<file path="config.mk">
export PLATFORM = sky130hd
export DESIGN_NAME = qualified_identifier_splitter_unit
export DESIGN_NICKNAME = d
export VERILOG_FILES = /design/src/design/qis_pkg.sv /design/src/design/qualified_identifier_splitter_unit.sv /design/src/design/qis_step.sv /design/src/design/qis_result_queue.sv
export SDC_FILE = /design/constraint.sdc
export NUM_CORES = 1
export LEC_CHECK = 0
export ABC_CLOCK_PERIOD_IN_PS = 3300
export BUFFER_PORTS_ARGS = -buffer_cell sky130_fd_sc_hd__buf_4
export CAP_MARGIN = 40
export CORE_ASPECT_RATIO = 0.9
export CORE_UTILIZATION = 55
export CTS_CLUSTER_DIAMETER = 30
export DETAILED_ROUTE_END_ITERATION = 16
export GPL_TIMING_DRIVEN = 0
export PLACE_DENSITY = 0.77
export SYNTH_ARGS = -nofsm -noshare
export SYNTH_HDL_FRONTEND = slang
export SYNTH_HIERARCHICAL = 1
export SYNTH_SLANG_ARGS = --single-unit
</file>
<file path="constraint.sdc">
create_clock -name clk -period 3.3 [get_ports clk]
set_input_delay 0.66 -clock clk [delete_from_list [all_inputs] [get_ports clk]]
set_output_delay 0.66 -clock clk [all_outputs]
set_load 0.05 [all_outputs]
</file>
<file path="src/design/qis_pkg.sv">
// ----------------------------------------------------------------------------
// qis_pkg: shared types and codes of the qualified identifier splitter
// Result kinds, error codes, parse phases and the structs passed between
// the parse step, the result queue and the top level.
// ----------------------------------------------------------------------------
`default_nettype none

package qis_pkg;

  localparam int unsigned QUEUE_DEPTH = 4;
  localparam int unsigned QUEUE_AW    = $clog2(QUEUE_DEPTH);

  // Result kinds
  localparam logic [1:0] KIND_CHAR     = 2'd0;
  localparam logic [1:0] KIND_END_PART = 2'd1;
  localparam logic [1:0] KIND_ACCEPT   = 2'd2;
  localparam logic [1:0] KIND_ERROR    = 2'd3;

  // Error codes
  localparam logic [2:0] ERR_NONE         = 3'd0;
  localparam logic [2:0] ERR_UNCLOSED     = 3'd1;
  localparam logic [2:0] ERR_EMPTY_QUOTED = 3'd2;
  localparam logic [2:0] ERR_BEFORE_DOT   = 3'd3;
  localparam logic [2:0] ERR_AFTER_DOT    = 3'd4;
  localparam logic [2:0] ERR_INVALID      = 3'd5;

  // Parse phases
  localparam logic [2:0] PH_EXPECT     = 3'd0;
  localparam logic [2:0] PH_UNQUOTED   = 3'd1;
  localparam logic [2:0] PH_QUOTED     = 3'd2;
  localparam logic [2:0] PH_QUOTE_SEEN = 3'd3;
  localparam logic [2:0] PH_AFTER      = 3'd4;
  localparam logic [2:0] PH_DONE       = 3'd5;

  // Characters
  localparam logic [7:0] CH_QUOTE  = 8'h22;
  localparam logic [7:0] CH_DOT    = 8'h2E;
  localparam logic [7:0] CH_DOLLAR = 8'h24;
  localparam logic [7:0] CH_UNDER  = 8'h5F;

  typedef struct packed {
    logic [2:0] phase;
    logic       dot_seen;
    logic       quoted_nonempty;
  } qis_state_t;

  typedef struct packed {
    logic [1:0] kind;
    logic [7:0] ch;
    logic [2:0] err;
  } qis_result_t;

  typedef struct packed {
    logic [1:0]  count;
    qis_result_t res0;
    qis_result_t res1;
  } qis_step_t;

endpackage

`default_nettype wire

</file>
<file path="src/design/qualified_identifier_splitter_unit.sv">
// ----------------------------------------------------------------------------
// qualified_identifier_splitter_unit: dotted SQL name splitter
// Splits a byte stream holding a qualified name into part characters,
// end-of-part marks and a final accept or error item.
// ----------------------------------------------------------------------------
//
//  Channel   Dir   Signals                          Contents
//  s_*       in    s_tvalid s_tready s_tdata s_tlast  text byte, end of text
//  m_*       out   m_tvalid m_tready m_tdata m_tuser  char, error code, kind
//  cfg_*     in    cfg_we cfg_wdata                   strict mode bit
//
//  One input item per cycle is accepted while the result queue has room;
//  an item's first result passes the input register, then the result queue.
//  An item may yield two results, which leave one at a time; the four-entry
//  result queue absorbs them and input stalls only while fewer than two
//  entries are free. Synchronous reset returns the parse to its start, the
//  strict bit to zero and empties the queue.
// ----------------------------------------------------------------------------
`default_nettype none

module qualified_identifier_splitter_unit (
  input  wire logic        clk,
  input  wire logic        rst,
  input  wire logic        s_tvalid,
  output logic             s_tready,
  input  wire logic [7:0]  s_tdata,   // [7:0] text_byte
  input  wire logic        s_tlast,   // end_of_text
  output logic             m_tvalid,
  input  wire logic        m_tready,
  output logic [15:0]      m_tdata,   // [7:0] part_char, [10:8] error_code, rest zero
  output logic [1:0]       m_tuser,   // [1:0] result_kind
  input  wire logic        cfg_we,
  input  wire logic        cfg_wdata
);

  logic                 strict_mode;
  logic                 in_valid;
  logic [7:0]           in_byte;
  logic                 in_end;
  logic                 room;
  logic                 process;
  qis_pkg::qis_state_t  state;
  qis_pkg::qis_state_t  state_next;
  qis_pkg::qis_step_t   step;
  qis_pkg::qis_result_t out_result;

  assign process  = in_valid && room;
  assign s_tready = !in_valid || room;

  always_ff @(posedge clk) begin
    if (rst) begin
      strict_mode <= 1'b0;
    end else if (cfg_we) begin
      strict_mode <= cfg_wdata;
    end
  end

  always_ff @(posedge clk) begin
    if (rst) begin
      in_valid <= 1'b0;
    end else if (s_tvalid && s_tready) begin
      in_valid <= 1'b1;
    end else if (process) begin
      in_valid <= 1'b0;
    end
  end

  always_ff @(posedge clk) begin
    if (s_tvalid && s_tready) begin
      in_byte <= s_tdata;
      in_end  <= s_tlast;
    end
  end

  always_ff @(posedge clk) begin
    if (rst) begin
      state <= '{qis_pkg::PH_EXPECT, 1'b0, 1'b0};
    end else if (process) begin
      state <= state_next;
    end
  end

  qis_step u_step (
    .state       (state),
    .text_byte   (in_byte),
    .end_of_text (in_end),
    .strict_mode (strict_mode),
    .state_next  (state_next),
    .step        (step)
  );

  qis_result_queue u_queue (
    .clk        (clk),
    .rst        (rst),
    .push       (step),
    .push_en    (process),
    .room       (room),
    .out_valid  (m_tvalid),
    .out_ready  (m_tready),
    .out_result (out_result)
  );

  assign m_tuser = out_result.kind;
  assign m_tdata = {5'd0, out_result.err, out_result.ch};

  // An end marker always leaves the parse at its start.
  a_end_restarts: assert property (@(posedge clk) disable iff (rst)
    process && in_end |=> state.phase == qis_pkg::PH_EXPECT && !state.dot_seen
      && !state.quoted_nonempty)
    else $error("end of text did not restart the parse");

  // A finished parse stays finished until the end marker.
  a_done_holds: assert property (@(posedge clk) disable iff (rst)
    process && !in_end && state.phase == qis_pkg::PH_DONE |=>
      state.phase == qis_pkg::PH_DONE)
    else $error("finished parse left without end marker");

  // Two results only come as an end of part followed by the byte after it.
  a_pair_order: assert property (@(posedge clk) disable iff (rst)
    process && step.count == 2'd2 |->
      step.res0.kind == qis_pkg::KIND_END_PART &&
      (step.res1.kind == qis_pkg::KIND_ACCEPT || step.res1.kind == qis_pkg::KIND_ERROR))
    else $error("bad result pair");

  // A held item waiting for queue room is not dropped.
  a_hold_item: assert property (@(posedge clk) disable iff (rst)
    in_valid && !room |=> in_valid && $stable(in_byte) && $stable(in_end))
    else $error("stalled item lost");

endmodule

`default_nettype wire

</file>
<file path="src/design/qis_step.sv">
// ----------------------------------------------------------------------------
// qis_step: one parse step
// Decides one byte against the parse state and gives the next state and
// up to two results.
// ----------------------------------------------------------------------------
`default_nettype none

module qis_step (
  input  wire qis_pkg::qis_state_t state,
  input  wire logic [7:0]          text_byte,
  input  wire logic                end_of_text,
  input  wire logic                strict_mode,
  output qis_pkg::qis_state_t      state_next,
  output qis_pkg::qis_step_t       step
);

  function automatic logic is_space(input logic [7:0] c);
    return c == 8'h20 || c == 8'h09 || c == 8'h0A || c == 8'h0D || c == 8'h0C;
  endfunction

  function automatic logic is_upper(input logic [7:0] c);
    return c >= 8'h41 && c <= 8'h5A;
  endfunction

  function automatic logic is_start(input logic [7:0] c);
    return c == qis_pkg::CH_UNDER || (c >= 8'h61 && c <= 8'h7A) || is_upper(c) || c[7];
  endfunction

  function automatic logic is_cont(input logic [7:0] c);
    return (c >= 8'h30 && c <= 8'h39) || c == qis_pkg::CH_DOLLAR || is_start(c);
  endfunction

  function automatic logic [7:0] to_lower(input logic [7:0] c);
    return is_upper(c) ? (c | 8'h20) : c;
  endfunction

  qis_pkg::qis_result_t res [2];
  logic [1:0]           cnt;
  logic                 do_after;
  logic [2:0]           miss_code;

  always_comb begin
    state_next = state;
    res[0]     = '0;
    res[1]     = '0;
    cnt        = 2'd0;
    do_after   = 1'b0;
    miss_code  = state.dot_seen ? qis_pkg::ERR_AFTER_DOT : qis_pkg::ERR_INVALID;

    unique case (state.phase)
      qis_pkg::PH_EXPECT: begin
        if (end_of_text) begin
          res[0]     = '{qis_pkg::KIND_ERROR, 8'd0, miss_code};
          cnt        = 2'd1;
          state_next = '{qis_pkg::PH_EXPECT, 1'b0, 1'b0};
        end else if (is_space(text_byte)) begin
          cnt = 2'd0;
        end else if (text_byte == qis_pkg::CH_QUOTE) begin
          state_next.quoted_nonempty = 1'b0;
          state_next.phase           = qis_pkg::PH_QUOTED;
        end else if (is_start(text_byte)) begin
          state_next.phase = qis_pkg::PH_UNQUOTED;
          res[0]           = '{qis_pkg::KIND_CHAR, to_lower(text_byte), qis_pkg::ERR_NONE};
          cnt              = 2'd1;
        end else if (text_byte == qis_pkg::CH_DOT) begin
          res[0]           = '{qis_pkg::KIND_ERROR, 8'd0, qis_pkg::ERR_BEFORE_DOT};
          cnt              = 2'd1;
          state_next.phase = qis_pkg::PH_DONE;
        end else begin
          res[0]           = '{qis_pkg::KIND_ERROR, 8'd0, miss_code};
          cnt              = 2'd1;
          state_next.phase = qis_pkg::PH_DONE;
        end
      end
      qis_pkg::PH_UNQUOTED: begin
        if (!end_of_text && is_cont(text_byte)) begin
          res[0] = '{qis_pkg::KIND_CHAR, to_lower(text_byte), qis_pkg::ERR_NONE};
          cnt    = 2'd1;
        end else begin
          res[0]   = '{qis_pkg::KIND_END_PART, 8'd0, qis_pkg::ERR_NONE};
          cnt      = 2'd1;
          do_after = 1'b1;
        end
      end
      qis_pkg::PH_QUOTED: begin
        if (end_of_text) begin
          res[0]     = '{qis_pkg::KIND_ERROR, 8'd0, qis_pkg::ERR_UNCLOSED};
          cnt        = 2'd1;
          state_next = '{qis_pkg::PH_EXPECT, 1'b0, 1'b0};
        end else if (text_byte == qis_pkg::CH_QUOTE) begin
          state_next.phase = qis_pkg::PH_QUOTE_SEEN;
        end else begin
          state_next.quoted_nonempty = 1'b1;
          res[0] = '{qis_pkg::KIND_CHAR, text_byte, qis_pkg::ERR_NONE};
          cnt    = 2'd1;
        end
      end
      qis_pkg::PH_QUOTE_SEEN: begin
        if (!end_of_text && text_byte == qis_pkg::CH_QUOTE) begin
          state_next.quoted_nonempty = 1'b1;
          state_next.phase           = qis_pkg::PH_QUOTED;
          res[0] = '{qis_pkg::KIND_CHAR, qis_pkg::CH_QUOTE, qis_pkg::ERR_NONE};
          cnt    = 2'd1;
        end else if (!state.quoted_nonempty) begin
          res[0] = '{qis_pkg::KIND_ERROR, 8'd0, qis_pkg::ERR_EMPTY_QUOTED};
          cnt    = 2'd1;
          if (end_of_text) begin
            state_next = '{qis_pkg::PH_EXPECT, 1'b0, 1'b0};
          end else begin
            state_next.phase = qis_pkg::PH_DONE;
          end
        end else begin
          res[0]   = '{qis_pkg::KIND_END_PART, 8'd0, qis_pkg::ERR_NONE};
          cnt      = 2'd1;
          do_after = 1'b1;
        end
      end
      qis_pkg::PH_AFTER: begin
        do_after = 1'b1;
      end
      default: begin
        // Finished parse: drop bytes until the end marker restarts it.
        if (end_of_text) begin
          state_next = '{qis_pkg::PH_EXPECT, 1'b0, 1'b0};
        end else begin
          state_next.phase = qis_pkg::PH_DONE;
        end
      end
    endcase

    // Byte that follows a completed part; it may add a second result.
    if (do_after) begin
      state_next.phase = qis_pkg::PH_AFTER;
      if (end_of_text) begin
        res[cnt[0]] = '{qis_pkg::KIND_ACCEPT, 8'd0, qis_pkg::ERR_NONE};
        cnt         = cnt + 2'd1;
        state_next  = '{qis_pkg::PH_EXPECT, 1'b0, 1'b0};
      end else if (is_space(text_byte)) begin
        state_next.phase = qis_pkg::PH_AFTER;
      end else if (text_byte == qis_pkg::CH_DOT) begin
        state_next.dot_seen = 1'b1;
        state_next.phase    = qis_pkg::PH_EXPECT;
      end else if (strict_mode) begin
        res[cnt[0]]      = '{qis_pkg::KIND_ERROR, 8'd0, qis_pkg::ERR_INVALID};
        cnt              = cnt + 2'd1;
        state_next.phase = qis_pkg::PH_DONE;
      end else begin
        res[cnt[0]]      = '{qis_pkg::KIND_ACCEPT, 8'd0, qis_pkg::ERR_NONE};
        cnt              = cnt + 2'd1;
        state_next.phase = qis_pkg::PH_DONE;
      end
    end

    step.count = cnt;
    step.res0  = res[0];
    step.res1  = res[1];
  end

endmodule

`default_nettype wire

</file>
<file path="src/design/qis_result_queue.sv">
// ----------------------------------------------------------------------------
// qis_result_queue: small result queue
// Takes up to two results per cycle and hands out one per cycle while the reader is ready. It
// reports room while at least two entries are free.
// ----------------------------------------------------------------------------
`default_nettype none

module qis_result_queue (
  input  wire logic                 clk,
  input  wire logic                 rst,
  input  wire qis_pkg::qis_step_t   push,
  input  wire logic                 push_en,
  output logic                      room,
  output logic                      out_valid,
  input  wire logic                 out_ready,
  output qis_pkg::qis_result_t      out_result
);

  localparam int unsigned AW = qis_pkg::QUEUE_AW;

  qis_pkg::qis_result_t   mem [qis_pkg::QUEUE_DEPTH];
  logic [AW-1:0]          wr_ptr;
  logic [AW-1:0]          rd_ptr;
  logic [AW:0]            level;
  logic [AW:0]            level_next;
  logic [1:0]             n_push;
  logic                   pop;

  assign n_push     = push_en ? push.count : 2'd0;
  assign out_valid  = level != '0;
  assign pop        = out_valid && out_ready;
  assign room       = level <= (AW + 1)'(qis_pkg::QUEUE_DEPTH - 2);
  assign out_result = mem[rd_ptr];
  assign level_next = level + (AW + 1)'(n_push) - (AW + 1)'(pop);

  always_ff @(posedge clk) begin
    if (rst) begin
      wr_ptr <= '0;
      rd_ptr <= '0;
      level  <= '0;
    end else begin
      wr_ptr <= wr_ptr + AW'(n_push);
      rd_ptr <= rd_ptr + AW'(pop);
      level  <= level_next;
    end
  end

  always_ff @(posedge clk) begin
    if (n_push != 2'd0) begin
      mem[wr_ptr] <= push.res0;
    end
    if (n_push == 2'd2) begin
      mem[wr_ptr + AW'(1)] <= push.res1;
    end
  end

endmodule

`default_nettype wire

</file>
==> results of run 1 <==
==> flip-flops by register name, summed over array words and instances, names as in the netlist <==
register	count
state	5
in_byte	8
u_queue/wr_ptr	2
strict_mode	1
u_queue/rd_ptr	2
u_queue/level	3
in_end	1
u_queue/mem	52
in_valid	1
==> per-layer routing <==
| metal | up-vias | global-route usage (%) | part of all wire, % |
|---|---|---|---|
| met4 | 0 | 7.58 | 1.5 |
| met5 | - | 0 | 0 |
| li1 | 1634 | - | - |
| met2 | 149 | 48.5 | 52 |
| met1 | 1731 | 32.4 | 40 |
| met3 | 23 | 5.77 | 6.8 |
==> cell families (layout without fill, tap and decap cells) <==
family                   Yosys count  in the layout  share of synthesized area (%)
AND/OR/NAND/NOR                  117            117                           14.5
XOR/XNOR                           7              7                           1.34
other                              2             14                          0.165
adder cells (fa/ha/maj)            5              5                           1.54
buffers and inverters             48            146                           6.26
multiplexers                      67             67                           20.6
AO/OA/AOI/OAI                     62             62                           9.30
flip-flops                        75             75                           46.3
==> power by group through the flow <==
stage	clock network, W	logic, W	registers [W]
after floorplan	0	0.000910	0.00119
after global placement	0	0.00115	0.00120
after detailed placement	0	0.00117	0.00121
after CTS	0.000702	0.00133	0.00118
after global routing	0.000744	0.00146	0.00120
final	0.000691	0.00138	0.00119
==> cell type report <==
class | instances | area (µm²) | area share, %
Buffer | 39 | 318 | 5.29
Sequential cell | 75 | 2110 | 35.2
Clock buffer | 9 | 124 | 2.06
Timing Repair Buffer | 83 | 677 | 11.3
Inverter | 9 | 33.8 | 0.563
Tap cell | 99 | 124 | 2.06
Multi-Input combinational cell | 272 | 2550 | 42.5
Clock inverter | 6 | 65.1 | 1.08
==> path summary, 6_finish.rpt <==
kind	startpoint	to	slack, ns
max	in_byte[2]	u_queue/mem[2][9]	-0.29
max reg2reg	in_byte[2]	u_queue/mem[2][9]	-0.29
min reg2reg	strict_mode	strict_mode	0.54
min	s_tlast	in_end	0.48
==> through the flow <==
stage | hold slack, ns | utilization, % | setup TNS (ns) | cells
after floorplan | 0.460 | - | -0.0101 | 395
final | 0.482 | 74.8 | -11.24 | 592
after global placement | 0.523 | 61.9 | -43.42 | 523
after detailed placement | 0.529 | 62.3 | -46.14 | 526
after CTS | 0.468 | 72.6 | -2.67 | 580
after global routing | 0.461 | 74.8 | -23.60 | 592
==> cell usage in the layout, fill, tap and decap left out, types with 13 or more instances in the layout <==
cell,count
sky130_fd_sc_hd__edfxtp_1,61
sky130_fd_sc_hd__mux4_2,13
sky130_fd_sc_hd__buf_6,18
sky130_fd_sc_hd__buf_4,85
sky130_fd_sc_hd__nand2_1,19
sky130_fd_sc_hd__dfxtp_1,14
sky130_fd_sc_hd__nor2_1,18
sky130_fd_sc_hd__conb_1,14
sky130_fd_sc_hd__a21oi_1,17
sky130_fd_sc_hd__mux2_4,49
==> what timing repair did <==
action                     in CTS  in global routing
hold buffers                    0                  0
hold endpoints to repair        0                  0
cloned                          2                  1
setup buffers                  37                 12
pin swaps                      19                 12
resized for setup              85                 26
setup endpoints to repair     106                106
==> impl_metrics.csv, run 1 <==
group,metric,value,unit
status,run_status,"finished with violations",
status,failed_checks,"design-rule violations, negative setup slack",
setup_path,end_kind,"flop",
logic_synthesis,synth-seq-area-share,46.3,%
logic_synthesis,synth_ff_type,"sky130_fd_sc_hd__edfxtp_1",
logic_synthesis,flops_latches_synth,75,
grt,grt_antenna_before_repair,0,
cells_and_area,layout.filler_cells,522,
place,gp_routability_congestion,0.886,
sta,setup_ws,-0.290,ns
setup_path,worst_r2r_path_depth,14,
power_and_ir_drop,cellPowerDensity,542,nW/µm²
floorplan,core_area,8030,µm²
setup_path,critical-path-top-delay-family,"simple AND/OR/NAND/NOR gates",
clock_tree,ctsLongestPathBuffers,2,
route,drt.antenna.violating_nets,0,
power_and_ir_drop,combinationalPowerShare,42.3,%
logic_synthesis,synth_largest_area_cell,"sky130_fd_sc_hd__edfxtp_1",
cells_and_area,final_layout_size_suffix_gt1_share,48.7,%
logic_synthesis,synth-edff-count,61,
floorplan,initial_core_utilization,56.8,%
setup_path,critical_path.n_buffers_inverters,6,
sta,worst_pin_slew,0.753,ns
sta,slew_violations,0,
route,detail_route.wirelength,11200,µm
setup_path,timing.critical_path.fanout_max,5,
sta,layout_worst_path_cycle_share,109,%
route,route.detailed.drc,1,
floorplan,fp.dieH,88.4,µm
logic_synthesis,netlist_top_cells_area,"sky130_fd_sc_hd__edfxtp_1 40%, sky130_fd_sc_hd__mux2_2 10%, sky130_fd_sc_hd__mux4_2 6.4%, sky130_fd_sc_hd__dfxtp_1 6.1%, sky130_fd_sc_hd__mux2_4 3.3%",
route,wire_per_inst,18.9,µm
cells_and_area,area_growth,31.7,%
logic_synthesis,syn_inst,383,
place,numPortBuffers,29,
grt,grt_start_max_net_pins,15,
cells_and_area,final_net_count,509,
setup_path,cell_with_the_biggest_individual_delay_on_the_critical_path,"sky130_fd_sc_hd__or4_4",
setup_path,path_class,"flop to flop",
grt,vias_in_the_first_global_route,3418,
logic_synthesis,netlist_area,4560,µm²
place,dp_worst_setup_slack,-0.752,ns
logic_synthesis,ys_async_sr_fraction,0,%
sta,hold_violations,0,
power_and_ir_drop,ir_drop,238,µV
power_and_ir_drop,power.share.switching,35.8,%
setup_path,crit_path_cell_trace,"or4_4 -> nor3_4 -> o32ai_4 -> and2_4 -> a32oi_2 -> o211ai_1 -> clkbuf_8 -> buf_4 -> buf_6 -> buf_6 -> nor4b_4 -> buf_4 -> buf_8 -> mux2_4",
clock_tree,numCtsBuffers,9,
sta,layout_min_cycle_time,3.59,ns
logic_synthesis,post_synth_most_frequent_cells,"61 x sky130_fd_sc_hd__edfxtp_1, 42 x sky130_fd_sc_hd__mux2_2, 22 x sky130_fd_sc_hd__nor2_1, 19 x sky130_fd_sc_hd__nand2_1, 18 x sky130_fd_sc_hd__a21oi_1",
logic_synthesis,synth_most_common_cell,"sky130_fd_sc_hd__edfxtp_1",
clock_tree,cts.reportedPaths.clkPinSlew,0.07,ns
clock_tree,ctsRootBufferMaster,"sky130_fd_sc_hd__clkbuf_8",
cells_and_area,antennaDiodeCount,0,
grt,grt_overflow,0,
setup_path,critPathLaunchType,"flop",
setup_path,critical_path_depth,14,
floorplan,rows,31,
power_and_ir_drop,p_switching,0.00116,W
power_and_ir_drop,p_seq_share,36.5,%
power_and_ir_drop,totalPowerFinal,0.00326,W
setup_path,worst-endpoint-required,3.40,ns
flow_run,maxCapViolCount,0,
clock_tree,tritoncts_clock_tree,"yes",
floorplan,io-pin-count,35,
sta,slew_headroom,49.8,%
route,route.detailed.vias_per_inst,5.97,
clock_tree,worst_skew_pair.late_latency,0.35,ns
sta,rsz0062_at_grt,"true",
power_and_ir_drop,power_leakage,2.39,nW
power_and_ir_drop,internal_power,0.00209,W
place,detailed_place.area,5000,µm²
sta,fin_worst_skew,0.0106,ns
logic_synthesis,post-synth-top-area-fraction,40.2,%
sta,max_freq,279,MHz
logic_synthesis,syn_area_per_cell,11.9,µm²
route,dr.first_iter.drc_count,209,
logic_synthesis,synthesis.yosys.warnings,6,
grt,grt_util_all_layers,26.7,%
setup_path,critPathArrivalTime,3.69,ns
floorplan,die-area,8660,µm²
logic_synthesis,post_synth_num_cell_types,68,
clock_tree,cts_htree_levels,3,
route,drtPass1Iterations,12,
setup_path,cp_slowest_stage_delay,0.59,ns
route,vias,3537,
cells_and_area,final_cell_area,6000,µm²
sta,setup_violations,103,
hold_path,timing.hold.worst.class,"input port to flop",
hold_path,hold_depth,1,
place,place_hpwl,6880,µm
clock_tree,cts.sinks,75,
power_and_ir_drop,power.clock.fraction,21.2,%
grt,grt_pass1_wl,17400,µm
floorplan,die_w,98.0,µm
No activity file was read; power rests on OpenSTA's default activity.
==> run 2: changes to the inputs <==
- RECOVER_POWER: not set -> 50
==> impl_metrics.csv, run 2 (same netlist as run 1, synthesis figures left out) <==
group,metric,value,unit
status,run_status,"finished with violations",
status,failed_checks,"design-rule violations, negative setup slack",
grt,grt_start_max_net_pins,15,
grt,grt_pass1_wl,17400,µm
setup_path,critPathArrivalTime,3.69,ns
clock_tree,cts.reportedPaths.clkPinSlew,0.07,ns
setup_path,end_kind,"flop",
cells_and_area,fin_cells,592,
floorplan,die-area,8660,µm²
sta,max_freq,278,MHz
floorplan,initial_core_utilization,56.8,%
power_and_ir_drop,totalPowerFinal,0.00325,W
power_and_ir_drop,combinationalPowerShare,42.2,%
cells_and_area,antennaDiodeCount,0,
sta,setup_ws,-0.292,ns
floorplan,io-pin-count,35,
sta,final.hold.worst_slack,0.505,ns
setup_path,worst-endpoint-required,3.40,ns
clock_tree,tritoncts_clock_tree,"yes",
cells_and_area,layout_common_cells,"75 x sky130_fd_sc_hd__buf_4, 61 x sky130_fd_sc_hd__edfxtp_1, 49 x sky130_fd_sc_hd__mux2_4",
grt,grt_overflow,0,
place,numPortBuffers,29,
place,post-place-cells,526,
route,route.detailed.drc,1,
sta,rsz0062_at_grt,"true",
cells_and_area,registers.top_by_ff_count,"u_queue/mem",
sta,setup_violations,112,
hold_path,min_delay_worst_endpoint,"in_end",
cells_and_area,final_net_count,509,
hold_path,hp-start,"s_tlast",
route,drt.antenna.violating_nets,0,
cells_and_area,final_layout_size_suffix_gt1_share,48.3,%
route,detail_route.wirelength,11200,µm
sta,worst_pin_slew,0.945,ns
sta,slew_headroom,37.0,%
setup_path,critPathLaunchType,"flop",
floorplan,rows,31,
route,vias,3521,
grt,vias_in_the_first_global_route,3418,
power_and_ir_drop,ir_drop,238,µV
sta,layout_min_cycle_time,3.59,ns
setup_path,path_class,"flop to flop",
setup_path,regToRegStartpoint,"in_byte[2]",
cells_and_area,area_growth,31.6,%
flow_run,maxCapViolCount,0,
power_and_ir_drop,p_seq_share,36.5,%
place,place_hpwl,6880,µm
clock_tree,worst_skew_pair.late_latency,0.35,ns
clock_tree,cts_hold_repair.buffers,0,
grt,grt_antenna_before_repair,0,
sta,tns,-11.59,ns
setup_path,crit-reg2reg-capture,"u_queue/mem[2][9]",
clock_tree,cts_htree_levels,3,
hold_path,hold_depth,1,
sta,fin_worst_skew,0.00956,ns
place,dp_worst_setup_slack,-0.752,ns
power_and_ir_drop,power.share.switching,35.8,%
power_and_ir_drop,power.clock.fraction,21.3,%
route,dr.first_iter.drc_count,208,
cells_and_area,reg_top3,"u_queue/mem (52), in_byte (8), state (5)",
hold_path,timing.hold.worst.class,"input port to flop",
power_and_ir_drop,p_switching,0.00116,W
route,wire_per_inst,18.9,µm
power_and_ir_drop,internal_power,0.00209,W
clock_tree,numCtsBuffers,9,
cells_and_area,layout_commonest_cell,"sky130_fd_sc_hd__buf_4",
clock_tree,ctsRootBufferMaster,"sky130_fd_sc_hd__clkbuf_8",
clock_tree,ctsLongestPathBuffers,2,
setup_path,worst_r2r_path_depth,14,
cells_and_area,largest_reg_flops,52,
floorplan,die_w,98.0,µm
power_and_ir_drop,cellPowerDensity,542,nW/µm²
route,drtPass1Iterations,11,
route,route.detailed.vias_per_inst,5.95,
clock_tree,cts.sinks,75,
sta,slew_violations,0,
setup_path,timing.critical_path.fanout_max,5,
sta,layout_worst_path_cycle_share,109,%
grt,grt_util_all_layers,26.7,%
sta,hold_violations,0,
place,gp_routability_congestion,0.886,
floorplan,core_area,8030,µm²
power_and_ir_drop,power_leakage,2.38,nW
floorplan,fp.dieH,88.4,µm
setup_path,worst-r2r-setup-slack,-0.29,ns
## run 2: cell count changes in the layout (fill, tap and decap cells not counted)
| cell | delta |
|---|---|
| sky130_fd_sc_hd__and2_0 | +1 |
| sky130_fd_sc_hd__and2_1 | -1 |
| sky130_fd_sc_hd__buf_2 | -2 |
| sky130_fd_sc_hd__buf_4 | -10 |
| sky130_fd_sc_hd__clkbuf_1 | +2 |
| sky130_fd_sc_hd__clkbuf_4 | +10 |
## run 2: what timing repair did
item / CTS / global route
pin swaps: 19 / 12
gates cloned: 2 / 1
buffers inserted: 37 / 12
endpoints found under the setup margin: 106 / 106
gates resized for setup: 85 / 26
## run 2: critical path, stage by stage, from the launching register on
cell and delay [ns]:
sky130_fd_sc_hd__edfxtp_1 0.44, sky130_fd_sc_hd__or4_4 0.59, sky130_fd_sc_hd__nor3_4 0.29, sky130_fd_sc_hd__o32ai_4 0.14, sky130_fd_sc_hd__and2_4 0.17, sky130_fd_sc_hd__a32oi_2 0.19, sky130_fd_sc_hd__o211ai_1 0.13, sky130_fd_sc_hd__clkbuf_8 0.17
sky130_fd_sc_hd__buf_4 0.13, sky130_fd_sc_hd__buf_6 0.12, sky130_fd_sc_hd__buf_6 0.11, sky130_fd_sc_hd__nor4b_4 0.21, sky130_fd_sc_hd__buf_4 0.20, sky130_fd_sc_hd__buf_8 0.14, sky130_fd_sc_hd__mux2_4 0.30
## run 2: how the worst max path moves through the flow
stage,startpoint,end,slack [ns],cells past startpoint
after floorplan,in_byte[4],u_queue/level[2],-0.01,16
after global placement,in_byte[4],u_queue/mem[0][5],-0.63,11
after detailed placement,in_byte[4],u_queue/mem[0][10],-0.75,11
after CTS,in_byte[1],u_queue/level[2],-0.17,17
after global routing,in_byte[3],u_queue/mem[2][9],-0.40,14
final,in_byte[2],u_queue/mem[2][9],-0.29,14
## run 2: through the flow
step,util [%],instance area (µm²)
detailed placement,62.3,5000
floorplan,-,4630
global placement,61.9,4970
CTS,72.6,5830
global route,74.8,6000
finish,74.8,6000
## run 2: power groups by stage
stage               Clock [W]  Combinational [W]  Sequential, W
floorplan                   0           0.000910        0.00119
global placement            0            0.00115        0.00120
detailed placement          0            0.00117        0.00121
CTS                  0.000702            0.00133        0.00118
global route         0.000744            0.00145        0.00120
finish               0.000691            0.00137        0.00119
## run 2: final cells by class
| type | instances | area, µm² |
|---|---|---|
| clock inverter | 6 | 65.1 |
| timing repair buffer | 83 | 677 |
| multi-input combinational | 272 | 2550 |
| sequential | 75 | 2110 |
| tap | 99 | 124 |
| clock buffer | 9 | 124 |
| fill | 522 | 2030 |
| buffer | 39 | 315 |
| inverter | 9 | 33.8 |
## run 2: per-layer routing
| layer | vias to the layer above | global-route usage, % | wire length, µm | share of wire [%] |
|---|---|---|---|---|
| met5 | - | 0 | 0 | 0 |
| met4 | 0 | 7.58 | 186 | 1.7 |
| met3 | 22 | 5.77 | 722 | 6.4 |
| met2 | 140 | 48.5 | 5860 | 52 |
| met1 | 1723 | 32.4 | 4430 | 40 |
| li1 | 1636 | - | - | - |
==> run 3: changes to the inputs <==
- CORE_UTILIZATION: 55 -> 38
- PLACE_DENSITY: 0.77 -> not set
==> impl_metrics.csv, run 3 (same netlist as run 1, synthesis figures left out) <==
group,metric,value,unit
status,run_status,"finished with violations",
status,failed_checks,"negative setup slack",
setup_path,path_class,"flop to flop",
power_and_ir_drop,ir_drop,357,µV
hold_path,hp-start,"s_tdata[3]",
power_and_ir_drop,cellPowerDensity,573,nW/µm²
clock_tree,ctsLongestPathBuffers,2,
route,dr.first_iter.drc_count,193,
sta,fin_worst_skew,0.00653,ns
sta,layout_worst_path_cycle_share,105,%
floorplan,initial_core_utilization,39.4,%
sta,worst_pin_slew,0.993,ns
clock_tree,worst_skew_pair.late_latency,0.34,ns
route,route.detailed.drc,0,
setup_path,worst-endpoint-required,3.53,ns
cells_and_area,registers.top_by_ff_count,"u_queue/mem",
power_and_ir_drop,power_leakage,2.37,nW
sta,setup_ws,-0.152,ns
place,place_hpwl,6940,µm
cells_and_area,utilization,52.7,%
route,wire_per_inst,17.1,µm
grt,grt_util_all_layers,18.5,%
setup_path,timing.critical_path.fanout_max,3,
cells_and_area,reg_top3,"u_queue/mem (52), in_byte (8), state (5)",
setup_path,regToRegStartpoint,"in_byte[4]",
setup_path,critical_path.startpoint,"in_byte[4]",
grt,grt_antenna_before_repair,0,
sta,rsz0062_at_grt,"true",
floorplan,die-area,12400,µm²
sta,final.hold.worst_slack,0.519,ns
grt,vias_in_the_first_global_route,3334,
clock_tree,cts.sinks,75,
clock_tree,cts_htree_levels,3,
cells_and_area,final_net_count,499,
cells_and_area,layout.filler_cells,1012,
route,route.detailed.vias_per_inst,5.21,
setup_path,critPathLaunchType,"flop",
place,gp_routability_congestion,0.866,
floorplan,io-pin-count,35,
floorplan,fp.dieH,106,µm
cells_and_area,largest_reg_flops,52,
flow_run,maxCapViolCount,0,
clock_tree,ctsRootBufferMaster,"sky130_fd_sc_hd__clkbuf_16",
route,drtPass1Iterations,4,
grt,grt_start_max_net_pins,15,
floorplan,rows,37,
floorplan,core_area,11600,µm²
clock_tree,cts.reportedPaths.clkPinSlew,0.06,ns
sta,slew_violations,0,
sta,hold_violations,0,
grt,grt_pass1_wl,17700,µm
place,numPortBuffers,29,
cells_and_area,layout_commonest_cell,"sky130_fd_sc_hd__buf_4",
setup_path,end_kind,"flop",
sta,max_freq,290,MHz
route,drt.antenna.violating_nets,0,
clock_tree,tritoncts_clock_tree,"yes",
sta,setup_violations,66,
floorplan,die_w,117,µm
cells_and_area,antennaDiodeCount,0,
cells_and_area,area_growth,33.8,%
place,dp_worst_setup_slack,-0.689,ns
hold_path,timing.hold.worst.class,"input port to flop",
sta,slew_headroom,33.8,%
clock_tree,numCtsBuffers,9,
setup_path,critPathArrivalTime,3.68,ns
route,detail_route.wirelength,11000,µm
cells_and_area,layout_common_cells,"67 x sky130_fd_sc_hd__buf_4, 61 x sky130_fd_sc_hd__edfxtp_1, 46 x sky130_fd_sc_hd__mux2_4",
clock_tree,cts_hold_repair.buffers,0,
sta,layout_min_cycle_time,3.45,ns
grt,grt_overflow,0,
cells_and_area,final_layout_size_suffix_gt1_share,46.3,%
route,vias,3337,
==> run 3: cell types whose count changed in the layout (fill, tap and decap cells not counted), sizes merged <==
cell and change:
inv -1, buf -11, clkinv +2, clkdlybuf4s15 +1
==> run 3: timing repair <==
action                     in CTS  in global routing
setup endpoints to repair     106                106
gates resized for setup        59                 45
setup buffers                  29                 10
cloned                          2                  1
pin swaps                      12                 14
==> run 3: layout make-up <==
| cell class | instances | area, µm² | area share (%) |
|---|---|---|---|
| multi-input combinational | 272 | 2530 | 41.5 |
| sequential | 75 | 2110 | 34.6 |
| timing repair buffer | 74 | 629 | 10.3 |
| buffer | 38 | 309 | 5.06 |
| clock buffer | 9 | 225 | 3.69 |
| tap | 156 | 195 | 3.20 |
| clock inverter | 7 | 67.6 | 1.11 |
| inverter | 9 | 33.8 | 0.554 |
==> run 3: path summary, 6_finish.rpt <==
path                            to  slack [ns]  cells after the start
setup / recovery  u_queue/level[2]       -0.15                     17
hold / removal          in_byte[3]        0.52                      1
setup reg to reg  u_queue/level[2]       -0.15                     17
hold reg to reg        strict_mode        0.53                      2
==> run 3: metrics by stage <==
step | TNS (ns) | power, W | cells | area, µm²
after floorplan | -0.0101 | 0.00210 | 395 | 4630
after global placement | -48.29 | 0.00237 | 580 | 5040
after detailed placement | -41.26 | 0.00239 | 583 | 5080
after CTS | -2.11 | 0.00346 | 630 | 5850
after global routing | -17.15 | 0.00366 | 640 | 6100
final | -3.71 | 0.00349 | 640 | 6100
==> run 3: metal layers <==
| metal | wire length [µm] | share of wire [%] | GRT usage (%) | vias to the layer above |
|---|---|---|---|---|
| met3 | 421 | 3.8 | 3.92 | 13 |
| li1 | - | - | - | 1620 |
| met2 | 5390 | 49 | 31.5 | 89 |
| met1 | 5020 | 46 | 23.6 | 1615 |
| met5 | 0 | 0 | 0 | - |
| met4 | 135 | 1.2 | 5.86 | 0 |
==> run 3: worst max-delay path: stages, from the launching register on <==
cell and delay (ns):
sky130_fd_sc_hd__edfxtp_1 0.41, sky130_fd_sc_hd__buf_4 0.16, sky130_fd_sc_hd__or3b_4 0.42, sky130_fd_sc_hd__nor4_4 0.21, sky130_fd_sc_hd__a21oi_2 0.10, sky130_fd_sc_hd__o41a_1 0.15
sky130_fd_sc_hd__ha_1 0.29, sky130_fd_sc_hd__nand2_1 0.05, sky130_fd_sc_hd__o211ai_1 0.20, sky130_fd_sc_hd__clkbuf_8 0.18, sky130_fd_sc_hd__and2_4 0.16, sky130_fd_sc_hd__xnor2_1 0.12
sky130_fd_sc_hd__ha_1 0.16, sky130_fd_sc_hd__inv_1 0.05, sky130_fd_sc_hd__fa_2 0.35, sky130_fd_sc_hd__xnor2_2 0.14, sky130_fd_sc_hd__xnor2_1 0.16, sky130_fd_sc_hd__nor2_1 0.06
==> run 3: where the power goes <==
| part | leakage [nW] | switching (W) | internal (W) |
|---|---|---|---|
| registers | 0.678 | 0.0000555 | 0.00113 |
| logic | 1.55 | 0.000753 | 0.000586 |
| clock network | 0.141 | 0.000386 | 0.000582 |
| total | 2.37 | 0.00119 | 0.00230 |
